## src/hw/rtl/shuffled_park_miller_rng_macros.svh

```systemverilog
// ----------------------------------------------------------------------------
// Shuffled Park-Miller RNG assertion macros
// Concurrent assertion wrappers, compiled out for synthesis.
// ----------------------------------------------------------------------------
`ifndef SHUFFLED_PARK_MILLER_RNG_MACROS_SVH
`define SHUFFLED_PARK_MILLER_RNG_MACROS_SVH

`ifndef SYNTHESIS
// Same-cycle implication
`define SPMR_ASSERT_IMP(lbl, clk, rstn, ante, cons, msg) \
  lbl: assert property (@(posedge clk) disable iff (!rstn) (ante) |-> (cons)) \
    else $error(msg);
// Next-cycle implication
`define SPMR_ASSERT_NXT(lbl, clk, rstn, ante, cons, msg) \
  lbl: assert property (@(posedge clk) disable iff (!rstn) (ante) |=> (cons)) \
    else $error(msg);
`else
`define SPMR_ASSERT_IMP(lbl, clk, rstn, ante, cons, msg)
`define SPMR_ASSERT_NXT(lbl, clk, rstn, ante, cons, msg)
`endif

`endif

```

## src/hw/rtl/spmr_pkg.sv

```systemverilog
// ----------------------------------------------------------------------------
// spmr_pkg
// Shared constants, types and state encoding of the shuffled LCG generator.
// ----------------------------------------------------------------------------
package spmr_pkg;

  // Shuffle table; a power of two so the bucket divisor is 2^IDX_SHIFT
  localparam int unsigned TABLE_ENTRIES = 32;
  localparam int unsigned TBL_AW        = $clog2(TABLE_ENTRIES);

  localparam int unsigned DATA_W = 32;
  localparam int unsigned LCG_W  = 31;

  // Minimal-standard LCG: x' = 16807 * x mod (2^31 - 1)
  localparam logic [LCG_W-1:0] LCG_MOD = 31'h7FFF_FFFF;
  localparam int unsigned      MUL_W   = 15;
  localparam logic [MUL_W-1:0] LCG_MUL = 15'd16807;
  localparam int unsigned      MUL_CW  = $clog2(MUL_W);

  // Warm-up: eight discarded steps, then one step per table entry
  localparam int unsigned WARM_STEPS = TABLE_ENTRIES + 8;
  localparam int unsigned WARM_CW    = $clog2(WARM_STEPS);

  // Table index is the top bits of the shuffle output
  localparam int unsigned IDX_SHIFT = LCG_W - TBL_AW;

  // Remainder unit
  localparam int unsigned DIV_CW = $clog2(DATA_W);

  localparam logic [DATA_W-1:0] HALF_RANGE = 32'h8000_0000;
  localparam logic [LCG_W-1:0]  RANGE_MAX  = 31'h7FFF_FFFF;

  // Request codes
  localparam logic REQ_RAW   = 1'b0;
  localparam logic REQ_RANGE = 1'b1;

  typedef enum logic [2:0] {
    ST_IDLE,
    ST_LIMIT,
    ST_CHECK,
    ST_WARM,
    ST_STEP,
    ST_READ,
    ST_MOD,
    ST_DONE
  } state_e;

  // Status of a serial arithmetic unit
  typedef struct packed {
    logic busy;
    logic done;
  } unit_stat_t;

  // Shuffle table access
  typedef struct packed {
    logic              we;
    logic [TBL_AW-1:0] waddr;
    logic [LCG_W-1:0]  wdata;
    logic              re;
    logic [TBL_AW-1:0] raddr;
  } tbl_req_t;

endpackage

```

## src/hw/rtl/spmr_lcg.sv

```systemverilog
// ----------------------------------------------------------------------------
// spmr_lcg
// Bit-serial LCG step: multiplies by 16807 one multiplier bit per cycle,
// keeping the accumulator reduced mod 2^31-1 (doubling is a 31-bit rotate).
// ----------------------------------------------------------------------------
module spmr_lcg import spmr_pkg::*; (
  input  logic             clk_i,
  input  logic             rst_ni,
  input  logic             start_i,
  input  logic [LCG_W-1:0] x_i,
  output unit_stat_t       stat_o,
  output logic [LCG_W-1:0] res_o
);

  logic [LCG_W-1:0]  acc_q, acc_d;
  logic [LCG_W-1:0]  x_q;
  logic [MUL_CW-1:0] cnt_q;
  logic              busy_q, done_q;

  logic [LCG_W-1:0]  rot;
  logic [LCG_W:0]    sum;
  logic [LCG_W+1:0]  diff;

  // 2*acc mod M is a rotate; add the multiplicand on a set bit, reduce once
  always_comb begin
    rot   = {acc_q[LCG_W-2:0], acc_q[LCG_W-1]};
    sum   = {1'b0, rot} + (LCG_MUL[cnt_q] ? {1'b0, x_q} : '0);
    diff  = {1'b0, sum} - {2'b00, LCG_MOD};
    acc_d = diff[LCG_W+1] ? sum[LCG_W-1:0] : diff[LCG_W-1:0];
  end

  // Control
  always_ff @(posedge clk_i or negedge rst_ni) begin
    if (!rst_ni) begin
      busy_q <= 1'b0;
      done_q <= 1'b0;
      cnt_q  <= '0;
    end else begin
      done_q <= 1'b0;
      if (start_i) begin
        busy_q <= 1'b1;
        cnt_q  <= MUL_CW'(MUL_W - 1);
      end else if (busy_q) begin
        if (cnt_q == '0) begin
          busy_q <= 1'b0;
          done_q <= 1'b1;
        end else begin
          cnt_q <= cnt_q - 1'b1;
        end
      end
    end
  end

  // Datapath
  always_ff @(posedge clk_i) begin
    if (start_i) begin
      x_q   <= x_i;
      acc_q <= '0;
    end else if (busy_q) begin
      acc_q <= acc_d;
    end
  end

  assign stat_o.busy = busy_q;
  assign stat_o.done = done_q;
  assign res_o       = acc_q;

endmodule

```

## src/hw/rtl/spmr_div.sv

```systemverilog
// ----------------------------------------------------------------------------
// spmr_div
// Restoring remainder unit, one dividend bit per cycle. Divisor 2..2^31.
// ----------------------------------------------------------------------------
module spmr_div import spmr_pkg::*; (
  input  logic              clk_i,
  input  logic              rst_ni,
  input  logic              start_i,
  input  logic [DATA_W-1:0] dividend_i,
  input  logic [DATA_W-1:0] divisor_i,
  output unit_stat_t        stat_o,
  output logic [LCG_W-1:0]  rem_o
);

  logic [LCG_W-1:0]  rem_q, rem_d;
  logic [DATA_W-1:0] dv_q;
  logic [DATA_W-1:0] divisor_q;
  logic [DIV_CW-1:0] cnt_q;
  logic              busy_q, done_q;

  logic [DATA_W-1:0] sh;
  logic [DATA_W:0]   diff;

  // Shift in the next dividend bit, subtract when it fits
  always_comb begin
    sh    = {rem_q, dv_q[DATA_W-1]};
    diff  = {1'b0, sh} - {1'b0, divisor_q};
    rem_d = diff[DATA_W] ? sh[LCG_W-1:0] : diff[LCG_W-1:0];
  end

  // Control
  always_ff @(posedge clk_i or negedge rst_ni) begin
    if (!rst_ni) begin
      busy_q <= 1'b0;
      done_q <= 1'b0;
      cnt_q  <= '0;
    end else begin
      done_q <= 1'b0;
      if (start_i) begin
        busy_q <= 1'b1;
        cnt_q  <= DIV_CW'(DATA_W - 1);
      end else if (busy_q) begin
        if (cnt_q == '0) begin
          busy_q <= 1'b0;
          done_q <= 1'b1;
        end else begin
          cnt_q <= cnt_q - 1'b1;
        end
      end
    end
  end

  // Datapath
  always_ff @(posedge clk_i) begin
    if (start_i) begin
      rem_q     <= '0;
      dv_q      <= dividend_i;
      divisor_q <= divisor_i;
    end else if (busy_q) begin
      rem_q <= rem_d;
      dv_q  <= {dv_q[DATA_W-2:0], 1'b0};
    end
  end

  assign stat_o.busy = busy_q;
  assign stat_o.done = done_q;
  assign rem_o       = rem_q;

endmodule

```

## src/hw/rtl/spmr_table.sv

```systemverilog
// ----------------------------------------------------------------------------
// spmr_table
// Shuffle table: one write port, one registered read port.
// ----------------------------------------------------------------------------
module spmr_table import spmr_pkg::*; (
  input  logic             clk_i,
  input  tbl_req_t         req_i,
  output logic [LCG_W-1:0] rdata_o
);

  logic [LCG_W-1:0] mem_q [TABLE_ENTRIES];
  logic [LCG_W-1:0] rdata_q;

  // Read returns the old entry when both ports hit the same address
  always_ff @(posedge clk_i) begin
    if (req_i.we) begin
      mem_q[req_i.waddr] <= req_i.wdata;
    end
    if (req_i.re) begin
      rdata_q <= mem_q[req_i.raddr];
    end
  end

  assign rdata_o = rdata_q;

endmodule

```

## src/hw/rtl/shuffled_park_miller_rng.sv

```systemverilog
// ----------------------------------------------------------------------------
// shuffled_park_miller_rng
// Park-Miller minimal-standard LCG behind a 32-entry Bays-Durham shuffle.
// Flow: a raw draw is a serial LCG step plus a table read; a ranged draw adds
//   two remainder passes, and a further draw pass for each rejected value.
// Warm-up (after reset, a seed write or a zero state): +40 LCG steps.
// One request at a time; the next is taken while a result waits at the
//   output.
// Reset: seed 0, warm-up pending, output empty; table contents undefined.
// ----------------------------------------------------------------------------
`include "shuffled_park_miller_rng_macros.svh"

module shuffled_park_miller_rng import spmr_pkg::*; (
  input  logic                     clk_i,
  input  logic                     rst_ni,
  // Seed register
  input  logic                     seed_we_i,
  input  logic signed [DATA_W-1:0] seed_i,
  // Request channel
  input  logic                     req_valid_i,
  output logic                     req_ready_o,
  input  logic                     req_type_i,
  input  logic signed [DATA_W-1:0] low_bound_i,
  input  logic signed [DATA_W-1:0] high_bound_i,
  // Result channel
  output logic                     rsp_valid_o,
  input  logic                     rsp_ready_i,
  output logic signed [DATA_W-1:0] value_o
);

  state_e state_q, state_d;

  logic [DATA_W-1:0]  seed_q;
  logic               needs_warm_q, needs_warm_d;
  logic [LCG_W-1:0]   lcg_q, lcg_d;
  logic [LCG_W-1:0]   sout_q, sout_d;
  logic               ranged_q, ranged_d;
  logic [DATA_W-1:0]  lo_q, lo_d;
  logic [DATA_W-1:0]  x_q, x_d;
  logic [LCG_W-1:0]   limit_q, limit_d;
  logic [DATA_W-1:0]  res_q, res_d;
  logic [WARM_CW-1:0] wcnt_q, wcnt_d;
  logic               rsp_valid_q, rsp_valid_d;
  logic [DATA_W-1:0]  value_q, value_d;

  // Unit interfaces
  logic              lcg_start;
  logic [LCG_W-1:0]  lcg_x;
  logic [LCG_W-1:0]  lcg_res;
  unit_stat_t        lcg_stat;
  logic              div_start;
  logic [DATA_W-1:0] div_dividend;
  logic [DATA_W-1:0] div_divisor;
  logic [LCG_W-1:0]  div_rem;
  unit_stat_t        div_stat;
  tbl_req_t          tbl_req;
  logic [LCG_W-1:0]  tbl_rdata;

  // Derived
  logic [DATA_W-1:0] span;
  logic              span_bad;
  logic [DATA_W-1:0] seed_abs;
  logic [LCG_W-1:0]  seed_mag;
  logic              warm_needed;
  logic              out_free;
  logic [TBL_AW-1:0] draw_idx;

  // Range span at acceptance: degenerate when one or fewer values or > 2^31
  assign span     = high_bound_i - low_bound_i;
  assign span_bad = span[DATA_W-1] || (span == '0);

  // Seed magnitude, saturated to the modulus, zero maps to one
  always_comb begin
    seed_abs = seed_q[DATA_W-1] ? (~seed_q + 1'b1) : seed_q;
    if (seed_abs > {1'b0, LCG_MOD}) begin
      seed_mag = LCG_MOD;
    end else if (seed_abs == '0) begin
      seed_mag = LCG_W'(1);
    end else begin
      seed_mag = seed_abs[LCG_W-1:0];
    end
  end

  assign warm_needed = needs_warm_q || (lcg_q == '0) || (sout_q == '0);
  assign out_free    = !rsp_valid_q || rsp_ready_i;
  assign draw_idx    = sout_q[LCG_W-1:IDX_SHIFT];

  // Next state
  always_comb begin
    state_d = state_q;
    unique case (state_q)
      ST_IDLE: begin
        if (req_valid_i) begin
          if (req_type_i == REQ_RAW) begin
            state_d = ST_CHECK;
          end else if (span_bad) begin
            state_d = ST_DONE;
          end else begin
            state_d = ST_LIMIT;
          end
        end
      end
      ST_LIMIT: begin
        if (div_stat.done) state_d = ST_CHECK;
      end
      ST_CHECK: begin
        state_d = warm_needed ? ST_WARM : ST_STEP;
      end
      ST_WARM: begin
        if (lcg_stat.done && (wcnt_q == '0)) state_d = ST_STEP;
      end
      ST_STEP: begin
        if (lcg_stat.done) state_d = ST_READ;
      end
      ST_READ: begin
        if (!ranged_q) begin
          state_d = ST_DONE;
        end else if (tbl_rdata > limit_q) begin
          state_d = ST_CHECK;
        end else begin
          state_d = ST_MOD;
        end
      end
      ST_MOD: begin
        if (div_stat.done) state_d = ST_DONE;
      end
      ST_DONE: begin
        if (out_free) state_d = ST_IDLE;
      end
    endcase
  end

  // Outputs of the sequencer and register updates
  always_comb begin
    req_ready_o  = 1'b0;
    lcg_start    = 1'b0;
    lcg_x        = lcg_q;
    div_start    = 1'b0;
    div_dividend = HALF_RANGE;
    div_divisor  = x_q;
    tbl_req      = '0;
    needs_warm_d = needs_warm_q;
    lcg_d        = lcg_q;
    sout_d       = sout_q;
    ranged_d     = ranged_q;
    lo_d         = lo_q;
    x_d          = x_q;
    limit_d      = limit_q;
    res_d        = res_q;
    wcnt_d       = wcnt_q;
    rsp_valid_d  = rsp_valid_q && !rsp_ready_i;
    value_d      = value_q;

    unique case (state_q)
      ST_IDLE: begin
        req_ready_o = 1'b1;
        if (req_valid_i) begin
          lo_d     = low_bound_i;
          x_d      = span + 1'b1;
          ranged_d = (req_type_i == REQ_RANGE);
          res_d    = low_bound_i;
          if ((req_type_i == REQ_RANGE) && !span_bad) begin
            // Rejection limit needs 2^31 mod x
            div_start    = 1'b1;
            div_dividend = HALF_RANGE;
            div_divisor  = span + 1'b1;
          end
        end
      end
      ST_LIMIT: begin
        if (div_stat.done) limit_d = RANGE_MAX - div_rem;
      end
      ST_CHECK: begin
        lcg_start = 1'b1;
        if (warm_needed) begin
          lcg_x        = needs_warm_q ? seed_mag : LCG_W'(1);
          needs_warm_d = 1'b0;
          wcnt_d       = WARM_CW'(WARM_STEPS - 1);
        end else begin
          lcg_x = lcg_q;
        end
      end
      ST_WARM: begin
        if (lcg_stat.done) begin
          // Chain the next step; the last one is the draw's own step
          lcg_start = 1'b1;
          lcg_x     = lcg_res;
          if (wcnt_q < WARM_CW'(TABLE_ENTRIES)) begin
            tbl_req.we    = 1'b1;
            tbl_req.waddr = wcnt_q[TBL_AW-1:0];
            tbl_req.wdata = lcg_res;
          end
          if (wcnt_q == '0) begin
            lcg_d  = lcg_res;
            sout_d = lcg_res;
          end else begin
            wcnt_d = wcnt_q - 1'b1;
          end
        end
      end
      ST_STEP: begin
        if (lcg_stat.done) begin
          lcg_d         = lcg_res;
          tbl_req.re    = 1'b1;
          tbl_req.raddr = draw_idx;
        end
      end
      ST_READ: begin
        // Swap: drawn entry out, fresh LCG value in
        sout_d        = tbl_rdata;
        tbl_req.we    = 1'b1;
        tbl_req.waddr = draw_idx;
        tbl_req.wdata = lcg_q;
        if (!ranged_q) begin
          res_d = {1'b0, tbl_rdata};
        end else if (tbl_rdata <= limit_q) begin
          div_start    = 1'b1;
          div_dividend = {1'b0, tbl_rdata};
          div_divisor  = x_q;
        end
      end
      ST_MOD: begin
        if (div_stat.done) res_d = lo_q + {1'b0, div_rem};
      end
      ST_DONE: begin
        if (out_free) begin
          rsp_valid_d = 1'b1;
          value_d     = res_q;
        end
      end
    endcase

    // Seed write forces a fresh warm-up
    if (seed_we_i) needs_warm_d = 1'b1;
  end

  // Control and generator state
  always_ff @(posedge clk_i or negedge rst_ni) begin
    if (!rst_ni) begin
      state_q      <= ST_IDLE;
      seed_q       <= '0;
      needs_warm_q <= 1'b1;
      lcg_q        <= '0;
      sout_q       <= '0;
      rsp_valid_q  <= 1'b0;
      wcnt_q       <= '0;
      ranged_q     <= 1'b0;
    end else begin
      state_q      <= state_d;
      needs_warm_q <= needs_warm_d;
      lcg_q        <= lcg_d;
      sout_q       <= sout_d;
      rsp_valid_q  <= rsp_valid_d;
      wcnt_q       <= wcnt_d;
      ranged_q     <= ranged_d;
      if (seed_we_i) seed_q <= seed_i;
    end
  end

  // Payload
  always_ff @(posedge clk_i) begin
    lo_q    <= lo_d;
    x_q     <= x_d;
    limit_q <= limit_d;
    res_q   <= res_d;
    value_q <= value_d;
  end

  spmr_lcg u_lcg (
    .clk_i   (clk_i),
    .rst_ni  (rst_ni),
    .start_i (lcg_start),
    .x_i     (lcg_x),
    .stat_o  (lcg_stat),
    .res_o   (lcg_res)
  );

  spmr_div u_div (
    .clk_i      (clk_i),
    .rst_ni     (rst_ni),
    .start_i    (div_start),
    .dividend_i (div_dividend),
    .divisor_i  (div_divisor),
    .stat_o     (div_stat),
    .rem_o      (div_rem)
  );

  spmr_table u_table (
    .clk_i   (clk_i),
    .req_i   (tbl_req),
    .rdata_o (tbl_rdata)
  );

  assign rsp_valid_o = rsp_valid_q;
  assign value_o     = value_q;

  // Checks
  `SPMR_ASSERT_IMP(a_lcg_start_idle, clk_i, rst_ni, lcg_start, !lcg_stat.busy, "LCG restarted while busy")
  `SPMR_ASSERT_IMP(a_div_start_idle, clk_i, rst_ni, div_start, !div_stat.busy, "divider restarted while busy")
  `SPMR_ASSERT_NXT(a_read_then_swap, clk_i, rst_ni, tbl_req.re, state_q == ST_READ, "table read not followed by swap")
  `SPMR_ASSERT_IMP(a_warm_count, clk_i, rst_ni, state_q == ST_WARM, wcnt_q <= WARM_CW'(WARM_STEPS - 1), "warm-up count out of range")

endmodule
```

## config.mk

```make
export PLATFORM = sky130hd
export DESIGN_NAME = shuffled_park_miller_rng
export DESIGN_NICKNAME = d
export VERILOG_FILES = /design/src/hw/rtl/spmr_pkg.sv /design/src/hw/rtl/spmr_lcg.sv /design/src/hw/rtl/spmr_div.sv /design/src/hw/rtl/spmr_table.sv /design/src/hw/rtl/shuffled_park_miller_rng.sv
export VERILOG_INCLUDE_DIRS = /design/src /design/src/hw/rtl
export SDC_FILE = /design/constraint.sdc
export NUM_CORES = 2
export LEC_CHECK = 0
export BUFFER_PORTS_ARGS = -buffer_cell sky130_fd_sc_hd__buf_2
export CAP_MARGIN = 10
export CELL_PAD_IN_SITES_DETAIL_PLACEMENT = 0
export CELL_PAD_IN_SITES_GLOBAL_PLACEMENT = 1
export CORE_MARGIN = 4
export CORE_UTILIZATION = 30
export DETAILED_ROUTE_END_ITERATION = 8
export PLACE_DENSITY_LB_ADDON = 0.1
export SYNTH_ARGS = -nofsm -noshare
export SYNTH_HDL_FRONTEND = slang
export SYNTH_SLANG_ARGS = --single-unit
```

## constraint.sdc

```tcl
create_clock -name clk_i -period 15.4 [get_ports clk_i]
set_clock_uncertainty 0.1 [all_clocks]
set_input_delay 2.31 -clock clk_i [delete_from_list [all_inputs] [get_ports clk_i]]
set_output_delay 2.31 -clock clk_i [all_outputs]
set_load 0.005 [all_outputs]
```

# Yosys cells after proc, flatten, opt, wreduce, memory -nomap -nowiden
# Memories as Yosys holds them, arrays and structs flattened. A register that Yosys moved wholly into a read port is not among the register bits.
# Cells that the tools add are included.
# word_totals
ff_bits,435
ram_bits,992
romBits,16
in_bits,102
out_inout_bits,34
word_cells,181
memories,2
# mem_list
memory,depth,word_bits,rd,rd_ports_with_merged_regs,write_ports,line_no,rtl
u_table.mem_q,32,31,1,1,1,spmr_table.sv:11,logic [LCG_W-1:0] mem_q [TABLE_ENTRIES];
(no name shown),16,1,1,0,0,spmr_lcg.sv:27,"sum = {1'b0, rot} + (LCG_MUL[cnt_q] ? {1'b0, x_q} : '0);"
# op_classes
addsub,11
order_cmp,5
eq_ne,20
mux,81
bitwise_logic,1
reduce_logical,37
# ops
operator,n
two-way mux 32 bit,12
two-way mux 31 bit,10
one-hot mux 31 bit (2 select lines),3
one-hot mux 32 bit (3 select lines),1
two-way mux 37 bit,2
one-hot mux 37 bit (2 select lines),1
"adder 32 x 1 -> 32 bit, second input constant",2
zero test 32 bit,2
zero test 31 bit,2
two-way mux 3 bit,11
"subtractor 32 x 31 -> 33 bit, second input constant",1
subtractor 32 x 32 -> 33 bit,1
adder 31 x 32 -> 32 bit,1
adder 32 x 31 -> 32 bit,1
"greater-than comparator 32 x 31 -> 1 bit, second input constant",1
NOT 32 bit,1
subtractor 32 bit,1
greater-than comparator 31 bit,1
less-or-equal comparator 31 bit,1
"subtractor 31 bit, first input constant",1
two-way mux 6 bit,5
two-way mux 1 bit,26
one-hot mux 3 bit (8 select lines),1
"!= test 2 bit, second input constant",9
other kinds (26),58

# Logic depth before layout (Yosys ltp)
# depth
ltp_word,10
ltp_mapped,19
depth_no_buf,17

# Cells and area by module
# From an unflattened synthesis, not the netlist that was laid out.
# unflattened
hier_cells,5160
hier_area_um2,68537.0
# modules_own_cells
module,n_inst,cells_each,area_each_um2,seq_area_each_um2
spmr_table,1,2192,39474.1,30719.5
shuffled_park_miller_rng,1,1780,17808.3,7428.4
spmr_div,1,545,5718.0,2717.6
spmr_lcg,1,643,5536.6,1701.6

# Worst setup path before layout
# No wires, ideal clock.
# synth_path
kind,input to register
from,input low_bound_i[4]
to,"register u_div.dv_q[0], enable pin"
setup_time_ns,0.483
arrival_time_ns,5.869
required_time_ns,14.817
path_slack_ns,8.948
path_stages,15
n_path_buf,2
path_cell_list,inv_1 -> ha_1 -> a21o_1 -> buf_2 -> a221oi_2 -> a21oi_1 -> a311o_1 -> a21boi_1 -> xor2_1 -> nor4bb_1 -> nand4b_1 -> o21ai_2 -> o21bai_1 -> clkbuf_1 -> nand2b_1
# synth_via
elab_chain_len,9
# synth_rtl
element,line_no,rtl
from (decl),shuffled_park_miller_rng.sv:23,"input logic signed [DATA_W-1:0] low_bound_i,"
subtractor 32 bit (*),shuffled_park_miller_rng.sv:69,assign span = high_bound_i - low_bound_i;
zero test 32 bit,shuffled_park_miller_rng.sv:70,assign span_bad = span[DATA_W-1] || (span == '0);
logical OR 1 bit (*),shuffled_park_miller_rng.sv:70,
zero test 1 bit (*),shuffled_park_miller_rng.sv:162,if ((req_type_i == REQ_RANGE) && !span_bad) begin
logical AND 1 bit (*),shuffled_park_miller_rng.sv:162,
two-way mux 1 bit (*),shuffled_park_miller_rng.sv:162,
two-way mux 1 bit (*),shuffled_park_miller_rng.sv:157,if (req_valid_i) begin
one-hot mux 1 bit (2 select lines) (*),shuffled_park_miller_rng.sv:154,unique case (state_q)
nonzero test 2 bit (no source line) (*),n/a,
to (signal assigned),spmr_div.sv:57,dv_q <= dividend_i;
to (signal assigned),spmr_div.sv:61,"dv_q <= {dv_q[DATA_W-2:0], 1'b0};"
to (decl),spmr_div.sv:16,logic [DATA_W-1:0] dv_q;
# Mark *: on every way between the ends. The rest lies on a longest branch, timed or not.
# A chain may end at the register's enable or synchronous reset.

# Worst setup path in the final report
# layout_path
from,input low_bound_i[6]
to,"register u_div.divisor_q[30], data pin"
# layout_via
elab_chain_len,8
word_cells_on_any_way,9
classes_between,add/sub (2); mux (3); reduce/logical (4)
# layout_rtl
element,line_no,rtl
subtractor 32 bit (*),shuffled_park_miller_rng.sv:69,
branches (longest 4 deep; another with adder 32 x 1 -> 32 bit),n/a,
two-way mux 32 bit (*),shuffled_park_miller_rng.sv:162,
two-way mux 32 bit (*),shuffled_park_miller_rng.sv:157,
two-way mux 32 bit (*),n/a,
net div_divisor[30],shuffled_park_miller_rng.sv:53,logic [DATA_W-1:0] div_divisor;
to (signal assigned),spmr_div.sv:58,divisor_q <= divisor_i;
to (decl),spmr_div.sv:17,logic [DATA_W-1:0] divisor_q;
# Mark *: on every way through the listed nets, which the timed path passes.

==> impl_metrics.ini <==
[pwr]
p_sw_mw = 4.46
swShare_pct = 34.5
p_seq_share_pct = 39.3
pwr-share-clk_pct = 31.1
p_total_mw = 12.9
ir_worst_vdd_mv = 0.100
leakage_nw = 29.0
combPwrFrac_pct = 29.6
p_per_area_mw_per_mm2 = 164
internal-power_mw = 8.48

[drt]
drc = 0
ant_nets = 0
drt-vias-per-instance = 5.18
routedWlPerCell_um = 26.8
routed_wirelength_mm = 226
vias = 43700
drt_first_iter_violations = 3333
dr.pass1.iters = 5

[floorplanning]
die_w_um = 486
core_area_mm2 = 0.227
core.rowCount = 175
die_y_um = 486
start_util_pct = 30.1
ioPinCount = 136
die_area_mm2 = 0.236

[global_route]
grt_start_max_net_pins = 115
grt_first_pass_wirelength_mm = 321
antenna_found_initial = 11
grt-ovfl-total = 0
grt_usage_pct = 18.8
grt_pass1_vias = 43400

[synthesis]
yosysSeqAreaShare_pct = 62.1
synthCells = 5161
synth_cell_types = 99
synthAdderAreaFrac_pct = 3.18
synth_area_per_cell_um2 = 13.3
synth-edff-count = 1277
post-synth-top-count-cell = edfxtp_1
synth_ff_type = edfxtp_1
yosysTopAreaCell = edfxtp_1
synthArstFlopShare_pct = 8.16
synth_mux_area_share_pct = 10.2
synth_seq_cells = 1458
synthesis.area_mm2 = 0.0685
synth_xor_area_share_pct = 2.25
synth_fp_nets = 5435
ys_warn_count = 0
synth-compound-area-share_pct = 11.7
synth_top_cell_area_share_pct = 56.0
synthTopCellsByCount = edfxtp_1 (1277), o21ai_0 (387), nand2_1 (363)
synth_top_family_by_area = compound AO/OA/AOI/OAI gates
yosys-top-cells-area = edfxtp_1 (56%), dfrtp_1 (4.3%), mux4_2 (4.1%), mux2_2 (3.6%), ha_1 (3.1%)
yosys.area_share.simple_pct = 7.76

[placement]
portBuffers = 135
place_area_mm2 = 0.0731
dp_hpwl_mm = 142
place_congestion = 0.795
pre_cts_slack_ns = 8.12

[worst_setup_path]
cp.depth = 15
arrival_ns = 6.89
cp-start-kind = input port
reg2reg_slack_ns = 9.33
path_cells = buf_2 > inv_1 > ha_1 > a21o_1 > a221oi_2 > a21oi_1 > o2111ai_1 > a31oi_1 > o22ai_1 > o21ai_0 > xnor2_1 > o21ai_2 > buf_4 > nor2_4 > mux2_2
worstPathMaxFanout = 34
r2r_start = u_lcg.cnt_q[0]
required_ns = 15.84
reg2regPathDepth = 18
crit_start = low_bound_i[6]
cp_slowest_cell = nor2_4
worst_setup_path_end_kind = flop
crit_type = input port to flop
crit_end = u_div.divisor_q[30]
critical_path_buf_inv_count = 3
slowest_delay_ns = 0.85
reg2reg_to = u_lcg.res_o[17]
critical_path.top_delay_family = compound AO/OA/AOI/OAI gates

[sta]
fin_ws_ns = 8.95
slew_viol_final = 0
rsz0062_at_grt = false
tns_ns = 0
post-route-min-period_ns = 6.45
worstMarginPinSlew_ns = 1.20
setup_viol_count_final = 0
slew_headroom_pct = 19.9
period_share_pct = 41.9
fmax_mhz = 155
final_hold_viol_count = 0

[cells_and_area]
fin_nets = 5564
syn_to_final_growth_pct = 14.9
design_area_mm2 = 0.0787
n_fill_cell = 22200
drive_gt1_share_pct = 17.3

[clocking]
cts_tree = yes
insertion_delay_ns = 0.83
clock-root-buffer = clkbuf_16
hold_buffers = 0
post-cts-setup-buffer-count = 0
cts_resized = 0
htree_levels = 4
clkSinkCount = 1458
ctsLongestPathBuffers = 3
cts.clk_slew.worst_paths_ns = 0.06
cts_buffers = 171

[run_status]
outcome = complete, no violations

[run]
max-cap-violations = 0

[min_path]
hold_class = flop to flop
==> kinds of logic after synthesis <==
| logic type | Yosys count |
|---|---|
| DFF | 1458 |
| and+or+nand+nor | 1104 |
| AOI/OAI and AO/OA | 1254 |
| adders and majority gates | 172 |
| buffers and inverters | 485 |
| muxes | 512 |
| xor gates and xnor gates | 176 |
==> flip-flops by register name, indices dropped and copies added, names as in the netlist, 32 cells and up <==
| name | flops |
|---|---|
| lo_q | 32 |
| x_q | 32 |
| u_table.mem_q | 992 |
| value_o | 32 |
| u_div.dv_q | 32 |
| u_div.divisor_q | 32 |
| res_q | 32 |
| seed_q | 32 |
==> worst min-delay path by stage <==
stage	from	end	slack, ns	cells after the start
floorplan	res_q[0]	value_o[0]	0.30	0
global placement	res_q[19]	value_o[19]	0.30	0
detailed placement	res_q[26]	value_o[26]	0.30	0
CTS	res_q[26]	value_o[26]	0.32	0
global route	res_q[31]	value_o[31]	0.33	0
finish	res_q[26]	value_o[26]	0.32	0
==> cell type report <==
type,count,area [µm²],share of cell area (%)
Timing Repair Buffer,256,1670,2.12
Inverter,185,694,0.882
Sequential cell,1458,42600,54.1
Tap cell,3009,3760,4.78
Clock buffer,223,4630,5.88
Multi-Input combinational cell,3218,24400,31.0
Antenna cell,10,25.0,0.0318
Clock inverter,92,936,1.19
==> layout by cell type, fill, tap and decap left out, drive strengths merged, types with 63 or more instances in the layout <==
cell / Yosys / layout
edfxtp: 1277 / 1277
o21ai: 395 / 395
nand2: 363 / 363
nor2: 308 / 308
buf: 75 / 256
clkbuf: 225 / 223
mux2: 222 / 222
a21oi: 206 / 206
inv: 183 / 186
ha: 168 / 168
mux2i: 165 / 165
a31oi: 141 / 141
mux4: 125 / 125
dfrtp: 118 / 118
o211ai: 115 / 115
xor2: 88 / 88
xnor2: 88 / 88
clkinv: 2 / 75
a21o: 63 / 63
==> metrics by stage <==
stage / instances / hold slack [ns] / util (%)
2_1_floorplan: 5161 / 0.300 / -
3_3_place_gp: 8124 / 0.301 / 32.2
3_5_place_dp: 8124 / 0.305 / 32.2
4_1_cts: 8439 / 0.319 / 34.6
5_1_grt: 8448 / 0.325 / 34.6
6_report: 8451 / 0.317 / 34.6
==> layer usage <==
metal / routed length, µm / share of wire, % / GRT usage [%]
met2: 107000 / 47 / 30.5
met1: 105000 / 46 / 26.3
met4: 5800 / 2.6 / 5.22
met3: 8830 / 3.9 / 2.53
met5: 20 / 0.0088 / 0
==> power by group through the flow <==
| stage | registers, mW | logic, mW | clock network [mW] |
|---|---|---|---|
| finish | 5.09 | 3.83 | 4.02 |
| detailed placement | 5.17 | 3.84 | 0 |
| global route | 5.13 | 4.26 | 4.32 |
| CTS | 5.09 | 3.86 | 4.15 |
| floorplan | 4.95 | 2.81 | 0 |
| global placement | 5.17 | 3.86 | 0 |
No activity file was read; power rests on OpenSTA's default activity.
